<file path="src/sv/fdr_pkg.sv">
// fdr_pkg: types, register codes and field widths for frame_dirty_rectangle.
// No dependencies; imported by the top level.
`default_nettype none
package fdr_pkg;

  localparam int DEF_MAX_WIDTH  = 4096;
  localparam int DEF_MAX_HEIGHT = 4096;

  localparam int PIXEL_W    = 32;
  localparam int CFG_DIM_W  = 13;
  localparam int CFG_IDX_W  = 2;
  localparam int CFG_DATA_W = 32;
  localparam int START_W    = 12;
  localparam int END_W      = 13;

  localparam logic [CFG_DIM_W-1:0] RESET_FRAME_WIDTH  = 13'd640;
  localparam logic [CFG_DIM_W-1:0] RESET_FRAME_HEIGHT = 13'd480;
  // alpha byte left out of the compare
  localparam logic [PIXEL_W-1:0]   RESET_COMPARE_MASK = 32'h00FF_FFFF;

  typedef enum logic [CFG_IDX_W-1:0] {
    CFG_FRAME_WIDTH  = 2'd0,
    CFG_FRAME_HEIGHT = 2'd1,
    CFG_COMPARE_MASK = 2'd2
  } cfg_index_t;

  typedef struct packed {
    logic [PIXEL_W-1:0] old_pixel;
    logic [PIXEL_W-1:0] new_pixel;
  } pixel_pair_t;

  typedef struct packed {
    logic               changed;
    logic [START_W-1:0] x_start;
    logic [START_W-1:0] y_start;
    logic [END_W-1:0]   x_end;
    logic [END_W-1:0]   y_end;
  } rect_t;

endpackage
`default_nettype wire

</file>
<file path="src/sv/frame_dirty_rectangle.sv">
// frame_dirty_rectangle: bounding box of changed pixels between two frames.
// Depends on fdr_pkg.
//
// Usage:
//   pix channel: one pixel pair (previous, current) per transaction, in
//   raster order. Column and row are counted internally from frame_width
//   and frame_height (0 acts as 1, values above MAX_WIDTH/MAX_HEIGHT
//   saturate).
//   rect channel: one transaction per frame, issued after the last pixel:
//   changed flag and rectangle with exclusive ends, all zero if unchanged.
//   cfg channel: register writes, always ready; index 0 width, 1 height,
//   2 compare mask. Other indexes are ignored.
// Timing:
//   One pixel pair per cycle sustained; each pair updates the box in the
//   cycle it is taken. The result is registered and appears in the cycle
//   after the last pixel of the frame is taken.
//   While a result waits, pixels keep flowing; only the last pixel of the
//   next frame is held off (pix_ready low) until rect_ready takes the
//   pending result.
// Reset:
//   rst (synchronous) restores 640 x 480, mask 0x00FFFFFF, and starts a
//   new frame at column 0, row 0 with no result pending.
`default_nettype none
module frame_dirty_rectangle #(
  parameter int MAX_WIDTH  = fdr_pkg::DEF_MAX_WIDTH,
  parameter int MAX_HEIGHT = fdr_pkg::DEF_MAX_HEIGHT
) (
  input  wire logic                             clk,
  input  wire logic                             rst,
  input  wire logic                             pix_valid,
  output logic                                  pix_ready,
  input  wire fdr_pkg::pixel_pair_t             pix_data,
  output logic                                  rect_valid,
  input  wire logic                             rect_ready,
  output fdr_pkg::rect_t                        rect_data,
  input  wire logic                             cfg_valid,
  output logic                                  cfg_ready,
  input  wire logic [fdr_pkg::CFG_IDX_W-1:0]    cfg_index,
  input  wire logic [fdr_pkg::CFG_DATA_W-1:0]   cfg_data
);
  import fdr_pkg::*;

  localparam int CW   = $clog2(MAX_WIDTH);
  localparam int RW   = $clog2(MAX_HEIGHT);
  localparam int CWX  = (CW + 1 > CFG_DIM_W) ? CW + 1 : CFG_DIM_W;
  localparam int RWX  = (RW + 1 > CFG_DIM_W) ? RW + 1 : CFG_DIM_W;

  logic [CFG_DIM_W-1:0] frame_width;
  logic [CFG_DIM_W-1:0] frame_height;
  logic [PIXEL_W-1:0]   compare_mask;

  logic [CW-1:0] column_count;
  logic [RW-1:0] row_count;
  logic [CW-1:0] min_column;
  logic [CW-1:0] max_column;
  logic [RW-1:0] min_row;
  logic [RW-1:0] max_row;
  logic          any_difference;

  logic [CWX-1:0] width_eff;
  logic [RWX-1:0] height_eff;
  logic [CWX-1:0] column_inc;
  logic [RWX-1:0] row_inc;
  logic           row_last;
  logic           frame_last;
  logic           pix_fire;
  logic           diff;
  logic           rect_valid_next;
  rect_t          rect_next;

  // effective dimensions
  always_comb begin
    width_eff = CWX'(frame_width);
    if (frame_width == '0) begin
      width_eff = CWX'(1);
    end else if (width_eff > CWX'(MAX_WIDTH)) begin
      width_eff = CWX'(MAX_WIDTH);
    end
    height_eff = RWX'(frame_height);
    if (frame_height == '0) begin
      height_eff = RWX'(1);
    end else if (height_eff > RWX'(MAX_HEIGHT)) begin
      height_eff = RWX'(MAX_HEIGHT);
    end
  end

  assign column_inc = CWX'(column_count) + CWX'(1);
  assign row_inc    = RWX'(row_count) + RWX'(1);
  assign row_last   = !(column_inc < width_eff);
  assign frame_last = row_last && !(row_inc < height_eff);

  assign cfg_ready  = 1'b1;
  assign pix_ready  = !frame_last || !rect_valid || rect_ready;
  assign pix_fire   = pix_valid && pix_ready;
  assign diff       = |((pix_data.old_pixel ^ pix_data.new_pixel) & compare_mask);

  always_ff @(posedge clk) begin
    if (rst) begin
      frame_width  <= RESET_FRAME_WIDTH;
      frame_height <= RESET_FRAME_HEIGHT;
      compare_mask <= RESET_COMPARE_MASK;
    end else if (cfg_valid && cfg_ready) begin
      unique case (cfg_index)
        CFG_FRAME_WIDTH:  frame_width  <= cfg_data[CFG_DIM_W-1:0];
        CFG_FRAME_HEIGHT: frame_height <= cfg_data[CFG_DIM_W-1:0];
        CFG_COMPARE_MASK: compare_mask <= cfg_data[PIXEL_W-1:0];
        default: ;
      endcase
    end
  end

  // box tracking
  always_ff @(posedge clk) begin
    if (rst) begin
      column_count   <= '0;
      row_count      <= '0;
      min_column     <= CW'(MAX_WIDTH - 1);
      max_column     <= '0;
      min_row        <= RW'(MAX_HEIGHT - 1);
      max_row        <= '0;
      any_difference <= 1'b0;
    end else if (pix_fire) begin
      if (frame_last) begin
        column_count   <= '0;
        row_count      <= '0;
        min_column     <= CW'(MAX_WIDTH - 1);
        max_column     <= '0;
        min_row        <= RW'(MAX_HEIGHT - 1);
        max_row        <= '0;
        any_difference <= 1'b0;
      end else begin
        if (diff) begin
          any_difference <= 1'b1;
          if (!any_difference) begin
            min_column <= column_count;
            max_column <= column_count;
            min_row    <= row_count;
            max_row    <= row_count;
          end else begin
            if (column_count < min_column) min_column <= column_count;
            if (column_count > max_column) max_column <= column_count;
            if (row_count < min_row) min_row <= row_count;
            if (row_count > max_row) max_row <= row_count;
          end
        end
        if (row_last) begin
          column_count <= '0;
          row_count    <= row_inc[RW-1:0];
        end else begin
          column_count <= column_inc[CW-1:0];
        end
      end
    end
  end

  // result of the closing pixel, folding in its own difference
  always_comb begin
    logic [CW-1:0] lo_c;
    logic [CW-1:0] hi_c;
    logic [RW-1:0] lo_r;
    logic [RW-1:0] hi_r;
    logic [31:0]   x_end_w;
    logic [31:0]   y_end_w;
    lo_c = min_column;
    hi_c = max_column;
    lo_r = min_row;
    hi_r = max_row;
    if (diff) begin
      if (!any_difference) begin
        lo_c = column_count;
        hi_c = column_count;
        lo_r = row_count;
        hi_r = row_count;
      end else begin
        if (column_count < min_column) lo_c = column_count;
        if (column_count > max_column) hi_c = column_count;
        if (row_count < min_row) lo_r = row_count;
        if (row_count > max_row) hi_r = row_count;
      end
    end
    x_end_w = 32'(hi_c) + 32'd1;
    y_end_w = 32'(hi_r) + 32'd1;
    rect_next = '0;
    if (diff || any_difference) begin
      rect_next.changed = 1'b1;
      rect_next.x_start = START_W'(32'(lo_c));
      rect_next.y_start = START_W'(32'(lo_r));
      rect_next.x_end   = x_end_w[END_W-1:0];
      rect_next.y_end   = y_end_w[END_W-1:0];
    end
  end

  assign rect_valid_next = (rect_valid && !rect_ready) || (pix_fire && frame_last);

  always_ff @(posedge clk) begin
    if (rst) begin
      rect_valid <= 1'b0;
    end else begin
      rect_valid <= rect_valid_next;
    end
  end

  always_ff @(posedge clk) begin
    if (pix_fire && frame_last) begin
      rect_data <= rect_next;
    end
  end

  a_unchanged_zero: assert property (@(posedge clk) disable iff (rst)
    rect_valid && !rect_data.changed |->
      rect_data.x_start == '0 && rect_data.y_start == '0 &&
      rect_data.x_end == '0 && rect_data.y_end == '0)
    else $error("unchanged frame with nonzero rectangle");

  a_box_ordered: assert property (@(posedge clk) disable iff (rst)
    any_difference |-> min_column <= max_column && min_row <= max_row)
    else $error("bounding box inverted");

  a_no_overwrite: assert property (@(posedge clk) disable iff (rst)
    pix_fire && frame_last |-> !rect_valid || rect_ready)
    else $error("pending result overwritten");

  a_result_follows: assert property (@(posedge clk) disable iff (rst)
    pix_fire && frame_last |=> rect_valid && column_count == '0 && row_count == '0)
    else $error("frame end without result or counter restart");

endmodule
`default_nettype wire
</file>
<file path="config.mk">
export PLATFORM = sky130hd
export DESIGN_NAME = frame_dirty_rectangle
export DESIGN_NICKNAME = d
export VERILOG_FILES = /design/src/sv/fdr_pkg.sv /design/src/sv/frame_dirty_rectangle.sv
export SDC_FILE = /design/constraint.sdc
export NUM_CORES = 1
export LEC_CHECK = 0
export BUFFER_PORTS_ARGS = -buffer_cell sky130_fd_sc_hd__buf_2
export CAP_MARGIN = 20
export CORE_MARGIN = 5
export CORE_UTILIZATION = 58
export CTS_CLUSTER_DIAMETER = 80
export CTS_CLUSTER_SIZE = 8
export DETAILED_ROUTE_END_ITERATION = 8
export PLACE_DENSITY = 0.81
export REMOVE_ABC_BUFFERS = 1
export SYNTH_ARGS = -nofsm -noshare
export SYNTH_HDL_FRONTEND = slang
export SYNTH_SLANG_ARGS = --single-unit
</file>
<file path="constraint.sdc">
create_clock -name clk -period 7.5 [get_ports clk]
set_input_delay 0.375 -clock clk [delete_from_list [all_inputs] [get_ports clk]]
set_output_delay 0.375 -clock clk [all_outputs]
set_load 0.02 [all_outputs]
</file>
**Yosys cells after proc, flatten, opt, wreduce, memory -nomap -nowiden**

Cells that the tools add are included.

- Add/sub/neg operators: 4
- Muxes and demuxes: 27
- Eq/ne operators: 3
- $lt $le $gt $ge: 8
- Bitwise logic cells: 2
- Reduce and logical (&&, ||, !) cells: 23

Operators with widths:

| operator | number |
|---|---|
| 12-bit 2-to-1 mux | 20 |
| 12-bit by 1-bit adder with 13-bit output, second input constant | 4 |
| 13-bit 2-to-1 mux | 4 |
| 51-bit 2-to-1 mux | 1 |
| 32-bit bitwise AND | 1 |
| 32-bit OR reduction | 1 |
| 32-bit bitwise XOR | 1 |
| 13-bit greater-than comparator, second input constant | 2 |
| 13-bit zero test | 2 |
| 13-bit less-than comparator | 2 |
| 12-bit greater-than comparator | 2 |
| 12-bit less-than comparator | 2 |
| 2-bit AND reduction | 5 |
| 1-bit zero test | 5 |
| 1-bit logical AND | 4 |
| 1-bit logical OR | 4 |
| 2-bit by 1-bit == test with 1-bit output, second input constant | 1 |
| 2-bit == test, second input constant | 1 |
| 2-bit zero test | 1 |
| 1-bit 2-to-1 mux | 2 |
| 2-bit != test, second input constant | 1 |
| 2-bit nonzero test | 1 |

- Output and inout bits: 54
- Input port bits: 103
- Flip-flop bits (word level): 183
- Word-level logic and storage cells: 83

**Logic depth before layout (Yosys ltp)**

- Depth in word-level cells: 12
- Mapped depth: 17
- Gate-level depth less buffers: 15

**Least setup slack after synthesis**

No wires, ideal clock.

- Kind: register -> register
- Start point: reg column_count[2]
- End point: reg rect_data[0] (netlist bit) (enable)
- Data required time: 7.040 ns
- Path slack: 2.073 ns
- Clock period less this slack: 5.427 ns
- Buffers on the path: 2
- Cell stages (with the launch flop): 13
- Setup time: 0.460 ns
- Arrival: 4.967 ns
- Path through: dfxtp_1 > buf_2 > and3_1 > nand2_1 > nor4_1 > nand3_1 > xnor2_1 > ha_1 > nand4_1 > a221oi_1 > o22ai_1 > buf_4 > nor2_1

- Cells in the longest elaborated chain, start to end: 9

RTL lines:

| item | RTL line | text |
|---|---|---|
| start: declaration | frame_dirty_rectangle.sv:52 | `logic [CW-1:0] column_count;` |
| start signal: assignment | frame_dirty_rectangle.sv:150 | `column_count <= column_inc[CW-1:0];` |
| 12-bit by 1-bit adder with 13-bit output (*) | frame_dirty_rectangle.sv:87 | `assign column_inc = CWX'(column_count) + CWX'(1);` |
| 13-bit less-than comparator (*) | frame_dirty_rectangle.sv:89 | `assign row_last = !(column_inc < width_eff);` |
| 1-bit zero test (*) | frame_dirty_rectangle.sv:89 |  |
| 1-bit logical AND (*) | frame_dirty_rectangle.sv:90 | `assign frame_last = row_last && !(row_inc < height_eff);` |
| 1-bit zero test | frame_dirty_rectangle.sv:93 | `assign pix_ready = !frame_last \|\| !rect_valid \|\| rect_ready;` |
| 1-bit logical OR (2 in a row) | frame_dirty_rectangle.sv:93 |  |
| 1-bit logical AND | frame_dirty_rectangle.sv:94 | `assign pix_fire = pix_valid && pix_ready;` |
| 1-bit logical AND (*) | frame_dirty_rectangle.sv:204 | `if (pix_fire && frame_last) begin` |
| end signal: assignment | frame_dirty_rectangle.sv:205 | `rect_data <= rect_next;` |
| end: declaration | frame_dirty_rectangle.sv:35 | `output fdr_pkg::rect_t rect_data,` |

Mark *: on every way between the ends. The rest lies on a longest branch, timed or not.
A chain may end at the register's enable or synchronous reset.

**Worst setup path in the final report**

- Start point: reg row_count[2]
- End point: out pix_ready

- Cells in the longest elaborated chain, start to end: 7

RTL lines:

| item | RTL line | text |
|---|---|---|
| start: declaration | frame_dirty_rectangle.sv:53 | `logic [RW-1:0] row_count;` |
| start signal: assignment | frame_dirty_rectangle.sv:148 | `row_count <= row_inc[RW-1:0];` |
| 12-bit by 1-bit adder with 13-bit output | frame_dirty_rectangle.sv:88 | `assign row_inc = RWX'(row_count) + RWX'(1);` |
| 13-bit less-than comparator | frame_dirty_rectangle.sv:90 |  |
| 1-bit zero test | frame_dirty_rectangle.sv:90 |  |
| 1-bit logical AND | frame_dirty_rectangle.sv:90 |  |
| 1-bit zero test | frame_dirty_rectangle.sv:93 |  |
| 1-bit logical OR (2 in a row) | frame_dirty_rectangle.sv:93 |  |
| end: declaration | frame_dirty_rectangle.sv:31 | `output logic pix_ready,` |

No other way between the ends.

==> impl_metrics.tcl <==
set metrics [dict create \
    crit_chain "nand3_1, nor4_2, inv_1, or4_1, xnor2_1, ha_1, nand4_1, a221o_1, a221oi_4, inv_2, buf_2" \
    final.setup_skew_ps 8.01 \
    grt_max_degree 46 \
    avgSynthCellArea_um2 9.12 \
    cts-root-buf "clkbuf_16" \
    post_drt_via_cell_ratio 6.06 \
    clock_sinks 183 \
    rsz0062_at_grt "false" \
    drt_wl_total_um 27400 \
    tns_ps 0 \
    met2_usage 0.440 \
    first_pass_iters 5 \
    fmax_ghz 0.202 \
    worstMarginPinSlew_ps 1130 \
    antenna_found_initial 0 \
    cts_resized 0 \
    grt-busiest-layer "met2" \
    drt_iter0_drc 735 \
    worst_ep_arrival_time_ps 4580 \
    wl_per_cell_um 18.1 \
    use_met3 0.0539 \
    final.min_clock_period_ps 4960 \
    hold_path.class "input pin to flip-flop" \
    grt_usage 0.269 \
    ys_ff_latch 183 \
    ant_nets 0 \
    ys_warn_count 0 \
    cp_max_fo 31 \
    timing.rr.start "row_count[2]" \
    synth_ff_type "dfxtp_1" \
    relSlewSlack 0.241 \
    cts_tree "done" \
    clockBufferDepth 2 \
    slew_violations 0 \
    num_io_pins 157 \
    cts_max_level 4 \
    status "finished, final reports clean" \
    required_ps 7120 \
    r2r_cells 12 \
    r2r-end "min_row[11]" \
    ys_seq_area_frac 0.400 \
    crit_start "row_count[2]" \
    port_buffers 155 \
    design_area_um2 11900 \
    die_h_um 144 \
    peakVddDrop_mv 0.170 \
    grt_pass1_vias 9057 \
    grtUsageMet1 0.347 \
    cts_buffers 17 \
    cap_violations 0 \
    synthArstFlopShare 0 \
    synth_edf_count 51 \
    cpPeakStageDelay_ps 570 \
    finalHoldViolCount 0 \
    fillerInstances 1480 \
    vias 9174 \
    netlist_area_um2 10400 \
    yosys.cell_types.count 63 \
    p_leak_nw 4.95 \
    initial_utilization 0.585 \
    fin_crit_sh 0.661 \
    drc_errors 0 \
    cp-start-kind "flip-flop" \
    power-per-cell-area_nw_per_um2 188 \
    critical_path_class "flip-flop to output port" \
    clk_pin_slew_ps 70 \
    grt_overflow 0 \
    area_growth_pct 14.0 \
    clkLatencyLatePin_ps 430 \
    grt_pass1_wl_um 44600 \
    fp.dieW_um 144 \
    r2r_setup_slack_ps 2840 \
    crit_path_end_kind "output port" \
    final_net_count 1448 \
    cts_hold_buf 0 \
    diodes 0 \
    whs_ps 148 \
    crit_end "pix_ready" \
    rows 49 \
    setup_viol 0 \
    gp_congestion 0.921 \
    postCtsSetupBuffers 0 \
    drive_gt1_frac 0.182 \
    place_hpwl_um 20200 \
    synth_cells 1145 \
    cp_slowest_cell "a221oi_4" \
    core_um2 17800 \
    fp.dieArea_um2 20800 \
    placed_area_um2 11300 \
]
metal layers:
| metal | share of wire | vias to the layer above |
|---|---|---|
| met5 | 0 | - |
| met4 | 0.036 | 0 |
| met3 | 0.091 | 72 |
| met2 | 0.47 | 462 |
| met1 | 0.40 | 4219 |
| li1 | - | 4421 |
stage by stage:
step,cells,setup slack [ps],total power [mW],util
2_1_floorplan,1082,2070,1.26,-
3_3_place_gp,1479,3000,1.37,0.635
3_5_place_dp,1480,2870,1.38,0.635
4_1_cts,1512,2600,2.24,0.667
5_1_grt,1513,2290,2.33,0.668
6_report,1513,2540,2.24,0.668
state kept, by name, indices dropped and copies added, names as in the netlist:
| name | cells |
|---|---|
| column_count | 12 |
| max_column | 12 |
| row_count | 12 |
| min_column | 12 |
| min_row | 12 |
| compare_mask | 32 |
| any_difference | 1 |
| frame_width | 13 |
| rect_data | 51 |
| rect_valid | 1 |
| frame_height | 13 |
| max_row | 12 |
critical path: cells and delay by family (launching register included):
family / cells / cell delay, ps
AOI/OAI and AO/OA: 2 / 910
DFF: 1 / 550
and+or+nand+nor: 4 / 1300
xor gates and xnor gates: 1 / 180
buffers and inverters: 3 / 840
adders and majority gates: 1 / 330
layout make-up:
| type | count | area, um^2 | area share |
|---|---|---|---|
| clock buffer | 19 | 433 | 0.0364 |
| multi-input combinational | 819 | 5690 | 0.478 |
| timing repair buffer | 170 | 888 | 0.0746 |
| clock inverter | 13 | 133 | 0.0111 |
| inverter | 80 | 300 | 0.0252 |
| tap | 229 | 287 | 0.0241 |
| sequential | 183 | 4170 | 0.350 |
logic make-up (layout without fill, tap and decap cells):
group | count (synthesis) | in the layout | synth area share
compound gates | 257 | 257 | 0.185
xor+xnor | 78 | 78 | 0.0654
fa+ha+maj | 74 | 74 | 0.0887
buf+inv | 143 | 282 | 0.0573
flops | 183 | 183 | 0.400
mux | 18 | 18 | 0.0178
other cells | 1 | 1 | 0.000359
simple gates | 391 | 391 | 0.186
synthesized netlist by cell type, types with 12 or more instances:
| cell | count | area share |
|---|---|---|
| ha_1 | 74 | 0.089 |
| nand3_1 | 37 | 0.018 |
| clkbuf_1 | 41 | 0.015 |
| xor2_1 | 34 | 0.029 |
| nand4_1 | 47 | 0.028 |
| nand2_1 | 163 | 0.059 |
| o211ai_1 | 13 | 0.0093 |
| a22o_1 | 22 | 0.018 |
| o32ai_1 | 30 | 0.025 |
| a21o_1 | 15 | 0.011 |
| or3_1 | 14 | 0.0084 |
| a21oi_1 | 62 | 0.030 |
| xnor2_1 | 44 | 0.037 |
| nand3b_1 | 31 | 0.022 |
| a22oi_1 | 16 | 0.012 |
| nor2_1 | 47 | 0.017 |
| mux2i_1 | 13 | 0.012 |
| a211oi_1 | 24 | 0.017 |
| o21ai_0 | 19 | 0.0091 |
| inv_1 | 79 | 0.028 |
| dfxtp_1 | 132 | 0.25 |
| edfxtp_1 | 51 | 0.15 |
| o211ai_2 | 12 | 0.014 |
cells in the final DEF (no fill, tap or decap), drive strengths merged, types with 11 or more instances in the layout:
cell / n
nand2: 163
a22oi: 16
a21o: 15
a21oi: 63
mux2i: 13
buf: 170
or3: 14
inv: 81
nand3b: 31
o21ai: 19
a211oi: 26
ha: 74
dfxtp: 132
nor2: 47
nand3: 37
a22o: 22
xnor2: 44
and3: 11
clkbuf: 19
nand4: 47
nor4: 12
edfxtp: 51
o211ai: 25
xor2: 34
o32ai: 30
how the worst min path moves through the flow:
| stage | from | endpoint | slack [ps] | cells after the start |
|---|---|---|---|---|
| CTS | cfg_data[13] | compare_mask[13] | 140 | 3 |
| global route | cfg_data[22] | compare_mask[22] | 140 | 3 |
| detailed placement | compare_mask[31] | compare_mask[31] | 450 | 2 |
| global placement | compare_mask[27] | compare_mask[27] | 440 | 2 |
| finish | cfg_data[15] | compare_mask[15] | 150 | 3 |
| floorplan | frame_height[0] | frame_height[0] | 430 | 2 |
where the power goes:
part / internal [mW] / switching [mW] / total (mW)
Sequential: 1.05 / 0.0272 / 1.07
Clock: 0.488 / 0.386 / 0.874
Combinational: 0.119 / 0.171 / 0.289
Total: 1.65 / 0.584 / 2.24
(Power assumes the default switching activity.)
